## config.mk

```make
export PLATFORM = sky130hd
export DESIGN_NAME = dual_plane_flash_command_splitter
export DESIGN_NICKNAME = d
export VERILOG_FILES = /design/src/hw/rtl/dpfcs_pkg.sv /design/src/hw/rtl/dpfcs_decode.sv /design/src/hw/rtl/dpfcs_cmd_queue.sv /design/src/hw/rtl/dual_plane_flash_command_splitter.sv
export SDC_FILE = /design/constraint.sdc
export NUM_CORES = 1
export LEC_CHECK = 0
export BUFFER_PORTS_ARGS = -buffer_cell sky130_fd_sc_hd__buf_2
export CAP_MARGIN = 20
export CORE_MARGIN = 5
export CORE_UTILIZATION = 30
export CTS_CLUSTER_SIZE = 20
export DETAILED_ROUTE_END_ITERATION = 10
export GPL_TIMING_DRIVEN = 0
export SLEW_MARGIN = 5
export SYNTH_ARGS = -nofsm -noshare
export SYNTH_HDL_FRONTEND = slang
export SYNTH_HIERARCHICAL = 1
export SYNTH_SLANG_ARGS = --single-unit
```

## constraint.sdc

```tcl
create_clock -name clk -period 9.8 [get_ports clk]
set_input_delay 1.96 -clock clk [delete_from_list [all_inputs] [get_ports clk]]
set_output_delay 1.96 -clock clk [all_outputs]
set_load 0.01 [all_outputs]
```

## src/hw/rtl/dpfcs_pkg.sv

```systemverilog
// Package for the dual-plane flash command splitter: word types, codes and helpers.
// Depends on nothing.
package dpfcs_pkg;

  localparam int SUBPAGES_PER_PAGE  = 8;
  localparam int SUBPAGES_PER_PLANE = 4;

  localparam logic [2:0] REQ_READ     = 3'd0;
  localparam logic [2:0] REQ_WRITE    = 3'd1;
  localparam logic [2:0] REQ_GC_READ  = 3'd2;
  localparam logic [2:0] REQ_GC_WRITE = 3'd3;
  localparam logic [2:0] REQ_GC_ERASE = 3'd4;
  localparam logic [2:0] REQ_DUMMY    = 3'd5;
  localparam logic [2:0] REQ_TRIM     = 3'd6;

  localparam logic [2:0] OP_READ  = 3'd0;
  localparam logic [2:0] OP_WRITE = 3'd1;
  localparam logic [2:0] OP_ERASE = 3'd2;
  localparam logic [2:0] OP_DONE  = 3'd3;
  localparam logic [2:0] OP_ERROR = 3'd4;

  localparam logic [1:0] OOB_NONE   = 2'd0;
  localparam logic [1:0] OOB_FIRST  = 2'd1;
  localparam logic [1:0] OOB_SECOND = 2'd2;

  localparam logic [15:0] SECTOR_BYTES_RESET = 16'd4096;

  typedef struct packed {
    logic [2:0]  req_kind;
    logic [15:0] req_tag;
    logic [7:0]  channel;
    logic [7:0]  chip;
    logic [15:0] logical_block;
    logic [9:0]  page;
    logic [7:0]  subpage_mask;
  } req_t;

  typedef struct packed {
    logic [15:0] tag_out;
    logic [7:0]  channel_out;
    logic [7:0]  chip_out;
    logic [16:0] physical_block;
    logic [9:0]  page_out;
    logic [3:0]  plane_mask;
    logic [17:0] column_address;
    logic [2:0]  op_kind;
    logic        gc_op;
    logic        cmd_end;
    logic        multi_plane;
    logic [1:0]  oob_select;
  } cmd_t;

  typedef struct packed {
    cmd_t       first;
    cmd_t       second;
    logic [1:0] count;
  } cmd_pair_t;

  function automatic logic [1:0] lowest_index(input logic [3:0] m);
    logic [1:0] idx;
    idx = 2'd0;
    if (m[0]) idx = 2'd0;
    else if (m[1]) idx = 2'd1;
    else if (m[2]) idx = 2'd2;
    else if (m[3]) idx = 2'd3;
    return idx;
  endfunction

  function automatic logic [17:0] scale_column(input logic [15:0] size, input logic [1:0] idx);
    logic [17:0] a;
    logic [17:0] b;
    a = {2'b00, size} & {18{idx[0]}};
    b = {1'b0, size, 1'b0} & {18{idx[1]}};
    return a + b;
  endfunction

endpackage

```

## src/hw/rtl/dpfcs_decode.sv

```systemverilog
// Splits one registered request into up to two plane commands.
// Depends on dpfcs_pkg.
module dpfcs_decode (
  input  dpfcs_pkg::req_t      req_q,
  input  logic [15:0]          sector_bytes,
  output dpfcs_pkg::cmd_pair_t pair
);
  import dpfcs_pkg::*;

  logic [3:0] lo;
  logic [3:0] hi;
  logic       is_gc;
  logic       run_on;
  logic [3:0] wr_m1;
  logic [3:0] wr_m2;
  cmd_t       base;
  cmd_t       lo_cmd;
  cmd_t       hi_cmd;

  assign lo = req_q.subpage_mask[3:0];
  assign hi = req_q.subpage_mask[7:4];
  assign run_on = &req_q.subpage_mask[4:1];
  assign wr_m1 = {&req_q.subpage_mask[3:1], &req_q.subpage_mask[2:1],
                  req_q.subpage_mask[1], 1'b1};
  assign wr_m2 = {&req_q.subpage_mask[7:5], &req_q.subpage_mask[6:5],
                  req_q.subpage_mask[5], 1'b1};

  always_comb begin
    is_gc = (req_q.req_kind == REQ_GC_READ) || (req_q.req_kind == REQ_GC_WRITE);

    base.tag_out        = req_q.req_tag;
    base.channel_out    = req_q.channel;
    base.chip_out       = req_q.chip;
    base.physical_block = {req_q.logical_block, 1'b0};
    base.page_out       = req_q.page;
    base.plane_mask     = 4'd0;
    base.column_address = 18'd0;
    base.op_kind        = OP_ERROR;
    base.gc_op          = 1'b0;
    base.cmd_end        = 1'b1;
    base.multi_plane    = 1'b0;
    base.oob_select     = OOB_NONE;

    lo_cmd = base;
    hi_cmd = base;
    hi_cmd.physical_block = {req_q.logical_block, 1'b1};
    pair.first  = base;
    pair.second = hi_cmd;
    pair.count  = 2'd1;

    case (req_q.req_kind)
      REQ_READ, REQ_GC_READ: begin
        lo_cmd.op_kind    = OP_READ;
        lo_cmd.gc_op      = is_gc;
        lo_cmd.plane_mask = lo;
        lo_cmd.cmd_end    = (hi == 4'd0);
        lo_cmd.oob_select = is_gc ? OOB_FIRST : OOB_NONE;
        lo_cmd.column_address = is_gc ? 18'd0 : scale_column(sector_bytes, lowest_index(lo));
        hi_cmd.op_kind    = OP_READ;
        hi_cmd.gc_op      = is_gc;
        hi_cmd.plane_mask = hi;
        hi_cmd.oob_select = is_gc ? OOB_SECOND : OOB_NONE;
        hi_cmd.column_address = is_gc ? 18'd0 : scale_column(sector_bytes, lowest_index(hi));
        pair.first  = (lo != 4'd0) ? lo_cmd : hi_cmd;
        pair.second = hi_cmd;
        pair.count  = {1'b0, |lo} + {1'b0, |hi};
      end
      REQ_WRITE, REQ_GC_WRITE: begin
        lo_cmd.op_kind     = OP_WRITE;
        lo_cmd.gc_op       = is_gc;
        lo_cmd.plane_mask  = wr_m1;
        lo_cmd.cmd_end     = !run_on;
        lo_cmd.multi_plane = run_on;
        lo_cmd.oob_select  = OOB_FIRST;
        hi_cmd.op_kind     = OP_WRITE;
        hi_cmd.gc_op       = is_gc;
        hi_cmd.plane_mask  = wr_m2;
        hi_cmd.oob_select  = OOB_SECOND;
        pair.first  = lo_cmd;
        pair.second = hi_cmd;
        pair.count  = run_on ? 2'd2 : 2'd1;
      end
      REQ_GC_ERASE: begin
        lo_cmd.op_kind = OP_ERASE;
        lo_cmd.gc_op   = 1'b1;
        lo_cmd.cmd_end = 1'b0;
        hi_cmd.op_kind = OP_ERASE;
        hi_cmd.gc_op   = 1'b1;
        pair.first  = lo_cmd;
        pair.second = hi_cmd;
        pair.count  = 2'd2;
      end
      REQ_DUMMY, REQ_TRIM: begin
        lo_cmd.op_kind = OP_DONE;
        pair.first = lo_cmd;
      end
      default: begin
        pair.first = base;
      end
    endcase
  end

endmodule

```

## src/hw/rtl/dpfcs_cmd_queue.sv

```systemverilog
// Two-slot result register that hands out the commands of one request in order.
// Depends on dpfcs_pkg.
module dpfcs_cmd_queue (
  input  logic                 clk,
  input  logic                 rst,
  input  logic                 pend_valid,
  input  dpfcs_pkg::cmd_pair_t pair,
  output logic                 take,
  output logic                 cmd_valid,
  input  logic                 cmd_ready,
  output dpfcs_pkg::cmd_t      cmd
);
  import dpfcs_pkg::*;

  logic [1:0] count;
  logic [1:0] count_next;
  cmd_t       slot0;
  cmd_t       slot1;

  assign cmd_valid = (count != 2'd0);
  assign cmd = slot0;
  assign take = pend_valid && ((count == 2'd0) || ((count == 2'd1) && cmd_ready));

  always_comb begin
    count_next = count;
    if (take) begin
      count_next = pair.count;
    end else if (cmd_valid && cmd_ready) begin
      count_next = count - 2'd1;
    end
  end

  always_ff @(posedge clk) begin
    if (rst) begin
      count <= 2'd0;
    end else begin
      count <= count_next;
    end
  end

  always_ff @(posedge clk) begin
    if (take) begin
      slot0 <= pair.first;
      slot1 <= pair.second;
    end else if (cmd_valid && cmd_ready) begin
      slot0 <= slot1;
    end
  end

endmodule

```

## src/hw/rtl/dual_plane_flash_command_splitter.sv

```systemverilog
// Top level of the dual-plane flash command splitter.
// Depends on dpfcs_pkg, dpfcs_decode and dpfcs_cmd_queue.
//
//   Channel  Direction  Handshake                 Word
//   req      in         req_valid / req_ready     dpfcs_pkg::req_t
//   cmd      out        cmd_valid / cmd_ready     dpfcs_pkg::cmd_t
//   cfg      in         cfg_wr_en                 cfg_wr_data, bytes per subpage
//
// A request is registered in req_q, then decoded into the result slots once they can take it.
// The single result port sets the pace: while cmd_ready holds, a new request is taken
// as the last command of the one before leaves, so requests overlap at the port.
// Reset clears the request and result valid state and loads 4096 bytes per subpage.
// A stalled result holds; the input register takes one further request, then holds it until a slot frees.
module dual_plane_flash_command_splitter (
  input  logic             clk,
  input  logic             rst,
  input  logic             req_valid,
  output logic             req_ready,
  input  dpfcs_pkg::req_t  req,
  output logic             cmd_valid,
  input  logic             cmd_ready,
  output dpfcs_pkg::cmd_t  cmd,
  input  logic             cfg_wr_en,
  input  logic [15:0]      cfg_wr_data
);
  import dpfcs_pkg::*;

  logic      pend_valid;
  req_t      req_q;
  logic [15:0] sector_bytes;
  cmd_pair_t pair;
  logic      take;

  assign req_ready = !pend_valid || take;

  always_ff @(posedge clk) begin
    if (rst) begin
      pend_valid   <= 1'b0;
      sector_bytes <= SECTOR_BYTES_RESET;
    end else begin
      if (req_valid && req_ready) begin
        pend_valid <= 1'b1;
      end else if (take) begin
        pend_valid <= 1'b0;
      end
      if (cfg_wr_en) begin
        sector_bytes <= cfg_wr_data;
      end
    end
  end

  always_ff @(posedge clk) begin
    if (req_valid && req_ready) begin
      req_q <= req;
    end
  end

  dpfcs_decode u_decode (
    .req_q        (req_q),
    .sector_bytes (sector_bytes),
    .pair         (pair)
  );

  dpfcs_cmd_queue u_queue (
    .clk        (clk),
    .rst        (rst),
    .pend_valid (pend_valid),
    .pair       (pair),
    .take       (take),
    .cmd_valid  (cmd_valid),
    .cmd_ready  (cmd_ready),
    .cmd        (cmd)
  );

endmodule

```

==> metrics.txt, run 1 <==
Synth Flop Type edfxtp_1; setup bufs post-CTS 0; first-pass GRT wire length around 45000 um; distinct cell type count after synthesis 64; DR iter-0 viols 456; fmax approximately 170 MHz; final period utilization 0.588; RSZ-0062 raised after global routing false; die span in y 217 um; Post-CTS Hold Buffers 0; Area after DPL 14500 um^2; fill cell count 4088; Total GRT Usage 0.122; total power a little over 3 mW; status finished, final reports clean; PD cells 200 nW/um^2; Vias/cell 4.44; Design Area, Final 15500 um^2; DRT met1 WL around 13000 um; Synth Cell Area roughly 13000 um^2; GRT overflow 0; synthesized flop and latch total 266; Crit path arrival time around 3.8 ns; CTS buffer count 30; wire length on met2 ~14000 um; peak supply drop 113 uV; FP Rows 75; Seq/Total Area, Yosys 0.608; crit start category input pin; Core Region 42100 um^2; I/O Pins ~180; clk buf depth 3; Final Hold Vio Count 0; # resized after CTS 0; initial antenna violation count 2; die width 217 um; Leak 6.24 nW; layout cell share with drive strength beyond 1 0.409; top cells by area, synth edfxtp_1, mux2_2, buf_4, and2_1, ha_1; syn avg cell area 13.7 um^2; total number of vias 7635; cell taking the most area after synthesis edfxtp_1; Root Buffer clkbuf_16; final wirelength 29000 um; Nets 1281; pre-CTS setup slack 3.95 ns; Cells after Synth 938; setup_tns 0 ns; Reg clk slew, reported paths 0.06 ns; Die ar. 47000 um^2; DP Wirelength 20800 um; final setup fails 0; worst min path class flop to flop; Post-route DRC 0; DRT antenna net count 0; Post-synth EDFFs roughly 250; WL per Instance 16.9 um; Final Max Tran Viols 0; Req. time, crit path 7.84 ns; Num Clock Sinks 266; Worst Slack Setup Final 4.04 ns; Port Buf Inserts between 150 and 200; CP max FO 54; slew of the pin with the lowest slew margin 0.861 ns; vias in the first global route 7826; max-cap violation count 0; Clock Skews 0.0145 ns; met3 wire length 1950 um; top layer in use met4; post-synth top area share 0.579; RePlAce Congestion between 0.8 and 0.9; CTS tree built; n_diodes 0; Synth-to-Final Area Change 20.6%; Synthesis Warnings 6; pin count of the biggest net entering global routing 55; Critical Path Sink Type output port; Slew headroom 0.421; CP Class input pin to output port; starting density of the core 0.304; first drt pass iteration count 5; ys async rst share 0; H-Tree Depth 1; post-route minimum period 5.76 ns; Worst-Skew Late Latency 0.57 ns
[cells in the final DEF (no fill, tap or decap), types with 4 or more instances in the layout]
cell / n
mux2_2: 90
nor2b_1: 7
nand3_1: 9
ha_1: 34
edfxtp_1: 247
mux2i_1: 18
clkbuf_16: 30
clkinv_2: 7
o21ai_1: 6
inv_1: 17
nand2_1: 37
a211oi_1: 5
conb_1: 4
o21a_1: 6
dfxtp_1: 19
and2_1: 68
a21oi_1: 43
xor2_1: 10
nand2b_1: 7
o21ai_0: 14
clkbuf_1: 16
nor3_1: 6
nor2_1: 65
buf_2: 186
clkbuf_8: 15
xnor2_1: 15
a21o_1: 6
and3_1: 5
buf_4: 120
[where the power goes]
group / switching, mW / internal (mW)
logic: 0.285 / 0.227
registers: 0.0489 / 1.44
clock network: 0.450 / 0.634
[synthesized netlist by cell type (2+ instances only)]
cell and n:
edfxtp_1 247, buf_4 120, mux2_2 90, and2_1 69
nor2_1 65, a21oi_1 43, nand2_1 37, ha_1 34
dfxtp_1 19, inv_1 19, mux2i_1 18, xnor2_1 15
o21ai_0 14, xor2_1 10, clkbuf_1 9, clkbuf_8 9
nand3_1 9, nand2b_1 7, nor2b_1 7, a21o_1 6
buf_2 6, nor3_1 6, o21a_1 6, o21ai_1 6
a211oi_1 5, and3_1 5, a31oi_1 3, buf_6 3
nor3b_1 3, o22ai_1 3, a211o_1 2, a21o_2 2
a21oi_2 2, a31o_1 2, conb_1 2, fa_1 2
o211a_1 2, o211ai_2 2, o21bai_1 2, o31ai_1 2
or2_2 2
[path summary, 6_finish.rpt]
check | from | to | slack [ns] | cells after the start
worst max-delay path | cmd_ready | req_ready | 4.04 | 8
worst min-delay path | u_queue/count[0] | u_queue/count[0] | 0.51 | 2
worst max register to register | req_q[2] | u_queue/cmd[22] | 5.66 | 13
worst min register to register | u_queue/count[0] | u_queue/count[0] | 0.51 | 2
[area by class of cell]
type | instances | area [um^2] | area share
buffer | 148 | 1140 | 0.0739
clock buffer | 43 | 860 | 0.0556
multi-input combinational | 507 | 3820 | 0.247
inverter | 19 | 76.3 | 0.00494
tap | 539 | 674 | 0.0436
clock inverter | 13 | 108 | 0.00696
timing repair buffer | 183 | 983 | 0.0636
sequential | 266 | 7800 | 0.504
[state kept, by name (all words and copies together) (netlist names)]
register and cells:
pend_valid 1, u_queue/count 2, u_queue/cmd 89, req_q 69, u_queue/slot1 89, sector_bytes 16
[layer usage]
metal  GRT usage  vias up
met3      0.0258       32
met5           0        -
met4      0.0333        0
met1       0.163     3677
met2       0.201      213
li1            -     3713
[cell families (layout without fill, tap and decap cells)]
kind of cell	count (synthesis)	in the layout	share of synthesized area
multiplexers	108	108	0.0931
buffers and inverters	167	406	0.0947
other	2	4	0.000586
flip-flops	266	266	0.608
AO/OA/AOI/OAI	115	115	0.0616
XOR/XNOR	25	25	0.0171
AND/OR/NAND/NOR	219	219	0.0885
adder cells (fa/ha/maj)	36	36	0.0363
[worst max-delay path: stages]
cell	delay, ns
buf_2	0.09
a21o_2	0.17
nand2_4	0.16
clkbuf_8	0.24
inv_4	0.44
buf_16	0.36
nand2b_1	0.22
buf_2	0.15
[per-stage QoR]
stage | hold slack [ns] | utilization | cells
3_3_place_gp | 0.476 | 0.342 | 1658
4_1_cts | 0.520 | 0.367 | 1718
2_1_floorplan | 0.465 | - | 940
6_report | 0.515 | 0.367 | 1718
3_5_place_dp | 0.511 | 0.344 | 1662
5_1_grt | 0.541 | 0.367 | 1718
Power figures use the tool's default switching activity.
==> inputs of run 2 (changes only) <==
- clock period: 9.8 -> 4.75 ns (I/O delays scaled with it)
==> run 2 against run 1 <==
Effect of this change: critical endpoint is now u_queue/cmd[22]; critical path depth up 4; flip-flop and latch count is the same; clock power grew 110%; count of clock-buffer cells in the layout shrank 3; setup slack got worse by 3.5 ns; critical path type is now flop to flop; combinational power rose by 110%.
==> metrics.txt, run 2 (synthesis gave the netlist of run 1 again) <==
max-cap violation count 0 (unchanged); total number of vias 7564 (-0.93%); starting density of the core 0.304 (unchanged); sequential share of power 0.481 (-0.002); Clock power frac 0.355 (+0.004); CP max FO 10 (-81%); post-route minimum period 4.19 ns; slew of the pin with the lowest slew margin 1.07 ns (+0.211 ns); Req. time, crit path 5.06 ns (-2.78 ns); Final Hold Vio Count 0 (unchanged); # resized after CTS 0 (unchanged); layout cell share with drive strength beyond 1 0.406 (-0.00323); Nets 1283 (+0.16%); hold slack 0.500 ns (-0.0148 ns); R2R cell count 12 (-1); PD cells 414 nW/um^2 (+110%); worst min path class flop to flop; Psw 1.63 mW (+110%); DR iter-0 viols 413 (-9.4%); Total GRT Usage 0.118 (-0.00377); CP Class flop to flop; Sw Ratio 0.254 (about the same); CTS tree built; FP Rows 75 (unchanged); pin count of the biggest net entering global routing 50 (-9.1%); clk buf depth 3 (unchanged); commonest non-fill, non-tap cells in the layout edfxtp_1, buf_2, buf_4; Critical Path Sink Type flop; Core Util, Final 0.368 (+0.000623); Post-Layout Cell Count 1722 (+0.23%); I/O Pins 181 (unchanged); FF+latch area 7800 um^2 (unchanged); fill cell count 4090 (+0.049%); crit start category flop; Worst Hold Endpoint u_queue/count[0]; final setup fails 0 (unchanged); Vias/cell 4.39 (-1.2%); final period utilization 0.883; Core Region 42100 um^2 (unchanged); RSZ-0062 raised after global routing false; GRT overflow 0 (unchanged); Worst-Skew Late Latency 0.57 ns (about the same); reg2reg start req_q[1]; Slew headroom 0.279 (-0.142); Clock Skews 0.0187 ns (+0.00418 ns); most common cell after layout, fill and taps aside edfxtp_1; Synth-to-Final Area Change 20.8%; RR Endpoint u_queue/cmd[22]; final wirelength 28600 um (-1.4%); internal power consumption 4.78 mW (+110%); Die ar. 47000 um^2 (unchanged); Root Buffer clkbuf_16; CTS buffer count 31 (+3.3%); DRT antenna net count 0 (unchanged); Post-route DRC 0 (unchanged); combinational power share 0.164 (-0.002); Post-CTS Hold Buffers 0 (unchanged); H-Tree Depth 1 (unchanged); Num Clock Sinks 266 (unchanged); RePlAce Congestion 0.814 (-5.2%); placed insts 1663 (+0.060%); Port Buf Inserts 179 (unchanged); hold path startpoint u_queue/count[0]; footprint of the multi-input gates 3820 um^2 (unchanged); die width 217 um (unchanged); setup_tns 0 ns (unchanged); die span in y 217 um (unchanged); initial antenna violation count 3 (+1); Crit path arrival time 4.50 ns (+0.70 ns); WL per Instance 16.6 um (-1.6%); Design Area, Final 15500 um^2 (+0.17%); Hold Path Stages 2 (unchanged); fmax 239 MHz; first-pass GRT wire length 43700 um (-2.7%); reg2reg setup slack 0.56 ns (-5.10 ns); DP Wirelength 20900 um (+0.26%); status finished, final reports clean; Reg clk slew, reported paths 0.06 ns (about the same); setup bufs post-CTS 0 (unchanged); Leak 6.24 nW (about the same); vias in the first global route 7532 (-3.8%); peak supply drop 281 uV (+150%); first drt pass iteration count 4 (-1); Area after DPL 14500 um^2 (about the same); Final Max Tran Viols 0 (unchanged)
-- run 2: changes by cell type in the layout (fill, tap and decap cells not counted), moves of 2 or more --
cell / before / now
clkinv_2: 7 / 3
diode_2: 0 / 2
clkinv_1: 1 / 5
clkinv_4: 0 / 2
buf_12: 1 / 4
buf_16: 3 / 1
clkbuf_8: 15 / 10
-- run 2: worst max path at each step --
stage / startpoint / endpoint / slack [ns]
floorplan: cmd_ready / req_q[0] / 0.05
global placement: cmd_ready / req_q[45] / -2.08
detailed placement: req_q[1] / u_queue/cmd[22] / 0.59
CTS: u_queue/count[0] / req_ready / 0.53
global route: req_q[1] / u_queue/cmd[22] / 0.33
finish: req_q[1] / u_queue/cmd[22] / 0.56
-- run 2: layout make-up --
type	instances	area share
sequential	266	0.503
multi-input combinational	507	0.247
buffer	148	0.0738
timing repair buffer	184	0.0638
clock buffer	40	0.0529
tap	539	0.0435
clock inverter	17	0.0105
inverter	19	0.00501
antenna	2	0.000323
-- run 2: power by group through the flow --
stage | clock network (mW) | logic [mW] | registers (mW)
floorplan | 0 | 0.560 | 3.21
global placement | 0 | 1.03 | 3.17
detailed placement | 0 | 1.08 | 3.14
CTS | 2.37 | 1.08 | 3.09
global route | 2.46 | 1.14 | 3.12
finish | 2.27 | 1.05 | 3.08
-- run 2: worst max-delay path, stage by stage (launching register included) --
cell and delay, ns:
edfxtp_1 0.52, nor3_1 0.91, clkbuf_1 0.39, and2_1 0.24, ha_1 0.24, a21oi_1 0.18
o21ai_1 0.16, o21a_1 0.21, a31o_1 0.26, and4b_1 0.18, o31ai_1 0.23, a21oi_1 0.11
mux2_2 0.29
-- run 2: metrics by stage --
stage | worst slack (ns) | power [mW]
floorplan | 0.0550 | 3.77
global placement | -2.08 | 4.20
detailed placement | 0.589 | 4.21
CTS | 0.531 | 6.55
global route | 0.325 | 6.72
finish | 0.557 | 6.40
-- run 2: per-layer routing --
metal	wire, um	vias up	track usage
li1	-	3724	-
met1	13200	3612	0.162
met2	13200	190	0.193
met3	1600	38	0.0242
met4	577	0	0.0284
met5	0	-	0
==> inputs of run 3 (changes only) <==
- ABC_AREA: default -> 1
==> run 3 against run 2 <==
Effect of this change: flip-flop and latch count unchanged; fmax increased by 5.8%; die area increased by 3.3%; sequential share of layout area decreased by 1.7 points; critical path depth decreased by 1; sequential power increased by 6%; largest power group unchanged; first-iteration DRC count increased by 52%; clock power increased by 2%; core utilization decreased by 0.24 points; wire length increased by 12%; critical endpoint is now req_ready; count of clock-buffer cells in the layout decreased by 1.
==> metrics.txt, run 3 <==
status finished, final reports clean; placed insts 2171 (+31%); Clock power frac 0.329 (-0.026); Leak 7.45 nW (+20%); fmax 252 MHz (+5.8%); pin count of the biggest net entering global routing 67 (+34%); worst min path class flop to flop; CP max FO 66 (+56); WL per Instance 14.4 um (-13%); synthesized flop and latch total 266 (unchanged); top cells by area, synth edfxtp_1, nand2_1, buf_4, nor2_1, inv_1; # resized after CTS 0 (unchanged); first drt pass iteration count 5 (+1); Design Area, Final 16000 um^2 (+3.6%); final setup fails 0 (unchanged); syn avg cell area 9.53 um^2 (-30%); CP Class flop to output port; Req. time, crit path 3.80 ns (-1.26 ns); slew of the pin with the lowest slew margin 0.813 ns (-0.259 ns); Buffers & Inverters on Critical Path 7 (+6); final wirelength 32200 um (+12%); H-Tree Depth 1 (unchanged); layout cell share with drive strength beyond 1 0.250 (-0.156); vias in the first global route 9212 (+22%); Worst Slack Setup Final 0.787 ns (+0.229 ns); Crit path arrival time 3.01 ns (-1.49 ns); Root Buffer clkbuf_16; ys async rst share 0 (unchanged); hold slack 0.475 ns (-0.0249 ns); top-count cell post-synth nand2_1; post-synth top area share 0.559 (-0.0192); Synth Area in Compound Gates 0.0327 (-0.0288); R2R cell count 13 (+1); starting density of the core 0.302 (-0.00246); total power 7.04 mW (+10%); RSZ-0062 raised after global routing false; Post-CTS Hold Buffers 0 (unchanged); Cells after Synth 1392 (+48%); internal power consumption 5.02 mW (+5.0%); post-route minimum period 3.96 ns (-0.229 ns); setup bufs post-CTS 0 (unchanged); Hold Path Stages 2 (unchanged); die span in y 220 um (+1.6%); slowest cell on the critical path buf_4; mux share of post-synthesis cell area 0 (-0.0931); Die ar. 48500 um^2 (+3.3%); commonest non-fill, non-tap cells in the layout nand2_1, edfxtp_1, buf_2; Psw 2.02 mW (+24%); Area after DPL 15000 um^2 (+3.7%); setup_tns 0 ns (unchanged); top post-synthesis cells by count nand2_1, edfxtp_1, nor2_1, inv_1, buf_4; Core Util, Final 0.365 (-0.00243); Clock Skews 0.0134 ns (-0.00533 ns); WP depth 11 (-1); sequential share of power 0.464 (-0.017); crit start category flop; clk buf depth 3 (unchanged); initial antenna violation count 6 (+3); Post-route DRC 0 (unchanged); peak supply drop 288 uV (+2.5%); Post-Layout Cell Count 2229 (+29%); crit-path max cell delay 0.47 ns (-0.44 ns); Final Hold Vio Count 0 (unchanged); DR iter-0 viols 626 (+52%); simple-gate share of the synthesized area 0.219 (+0.130); Synth Flop Type edfxtp_1; Sw Ratio 0.287 (+0.0335); Slew headroom 0.458 (+0.178); CTS buffer count 31 (unchanged); Critical Path Sink Type output port; Seq/Total Area, Yosys 0.588 (-0.0201); Synth Area in XOR/XNOR 0.000661 (-0.0164); die width 220 um (+1.6%); Core Region 43900 um^2 (+4.3%); max-cap violation count 0 (unchanged); first-pass GRT wire length 49700 um (+14%); cell taking the most area after synthesis edfxtp_1; Vias/cell 4.20 (-4.5%); post-synthesis adder-cell area fraction 0.0351 (-0.00120); Port Buf Inserts 180 (+0.56%); combinational power share 0.206 (+0.042); GRT overflow 0 (unchanged); most common cell after layout, fill and taps aside nand2_1; largest family of logic cells by synthesized area simple AND/OR/NAND/NOR gates; Worst path most repeated cell inv_1; Synthesis Warnings 6 (unchanged); Reg clk slew, reported paths 0.07 ns (about the same); Final Max Tran Viols 0 (unchanged); RePlAce Congestion 0.821 (+0.83%); distinct cell type count after synthesis 43 (-33%); FP Rows 77 (+2.7%); Nets 1738 (+35%); total number of vias 9353 (+24%); DP Wirelength 24100 um (+15%); Worst-Skew Late Latency 0.57 ns (about the same); Num Clock Sinks 266 (unchanged); Crit path max-delay family buffers and inverters; Synth Cell Area 13300 um^2 (+3.4%); DRT antenna net count 0 (unchanged); I/O Pins 181 (unchanged); pre-CTS setup slack 0.578 ns (-0.0103 ns); Total GRT Usage 0.129 (+0.0112); PD cells 439 nW/um^2 (+6.2%); Synth-to-Final Area Change 21.0%; final period utilization 0.834 (-0.0482); worst-path cell chain inv_1 -> ha_1 -> inv_2 -> nand2_2 -> nand2_4 -> inv_4 -> buf_4 -> buf_16 -> inv_1 -> nand2_1 -> buf_2; CTS tree built; Post-synth EDFFs 247 (unchanged)
==> run 3: layout make-up <==
cell class | count | area [um^2]
repair buffers | 185 | 1020
multi-input cells | 834 | 3840
diodes | 2 | 5.00
clock inverters | 17 | 188
inverters | 141 | 537
plain buffers | 153 | 1110
well taps | 592 | 741
flip-flops and latches | 266 | 7800
clock buffers | 39 | 806
fillers | 4468 | 27900
==> run 3: cells by family (layout without fill, tap and decap cells) <==
family / Yosys count / count (layout)
fa+ha+maj: 36 / 36
buf+inv: 294 / 535
xor+xnor: 1 / 1
flops: 266 / 266
other cells: 2 / 6
simple gates: 714 / 714
compound gates: 79 / 79
==> run 3: power groups by stage <==
stage	logic [mW]	registers (mW)	clock network [mW]
after floorplan	0.711	3.46	0
final	1.45	3.27	2.32
after detailed placement	1.49	3.32	0
after CTS	1.50	3.28	2.40
after global routing	1.62	3.31	2.50
after global placement	1.43	3.36	0
==> run 3: layer usage <==
| layer | share of wire | GRT usage | wire length (um) | vias up |
|---|---|---|---|---|
| li1 | - | - | - | 4816 |
| met1 | 0.47 | 0.181 | 15100 | 4231 |
| met2 | 0.45 | 0.209 | 14600 | 248 |
| met3 | 0.053 | 0.0233 | 1690 | 50 |
| met4 | 0.023 | 0.0320 | 743 | 8 |
| met5 | 0.0015 | 0 | 48 | - |
==> run 3: worst reg2reg max path, cell delays in order, from the launching register on <==
cell and delay, ns:
dfxtp_1 0.33, inv_1 0.08, ha_1 0.18, inv_2 0.06
nand2_2 0.12, nand2_4 0.19, inv_4 0.22, buf_4 0.48
buf_16 0.36, inv_1 0.21, a21oi_4 0.43, buf_16 0.21
buf_12 0.21, buf_12 0.22
==> run 3: final timing paths <==
kind | from | end | slack (ns)
setup / recovery | u_queue/count[0] | req_ready | 0.79
hold / removal | sector_bytes[12] | sector_bytes[12] | 0.48
setup reg to reg | u_queue/count[0] | req_q[28] | 1.15
hold reg to reg | sector_bytes[12] | sector_bytes[12] | 0.48
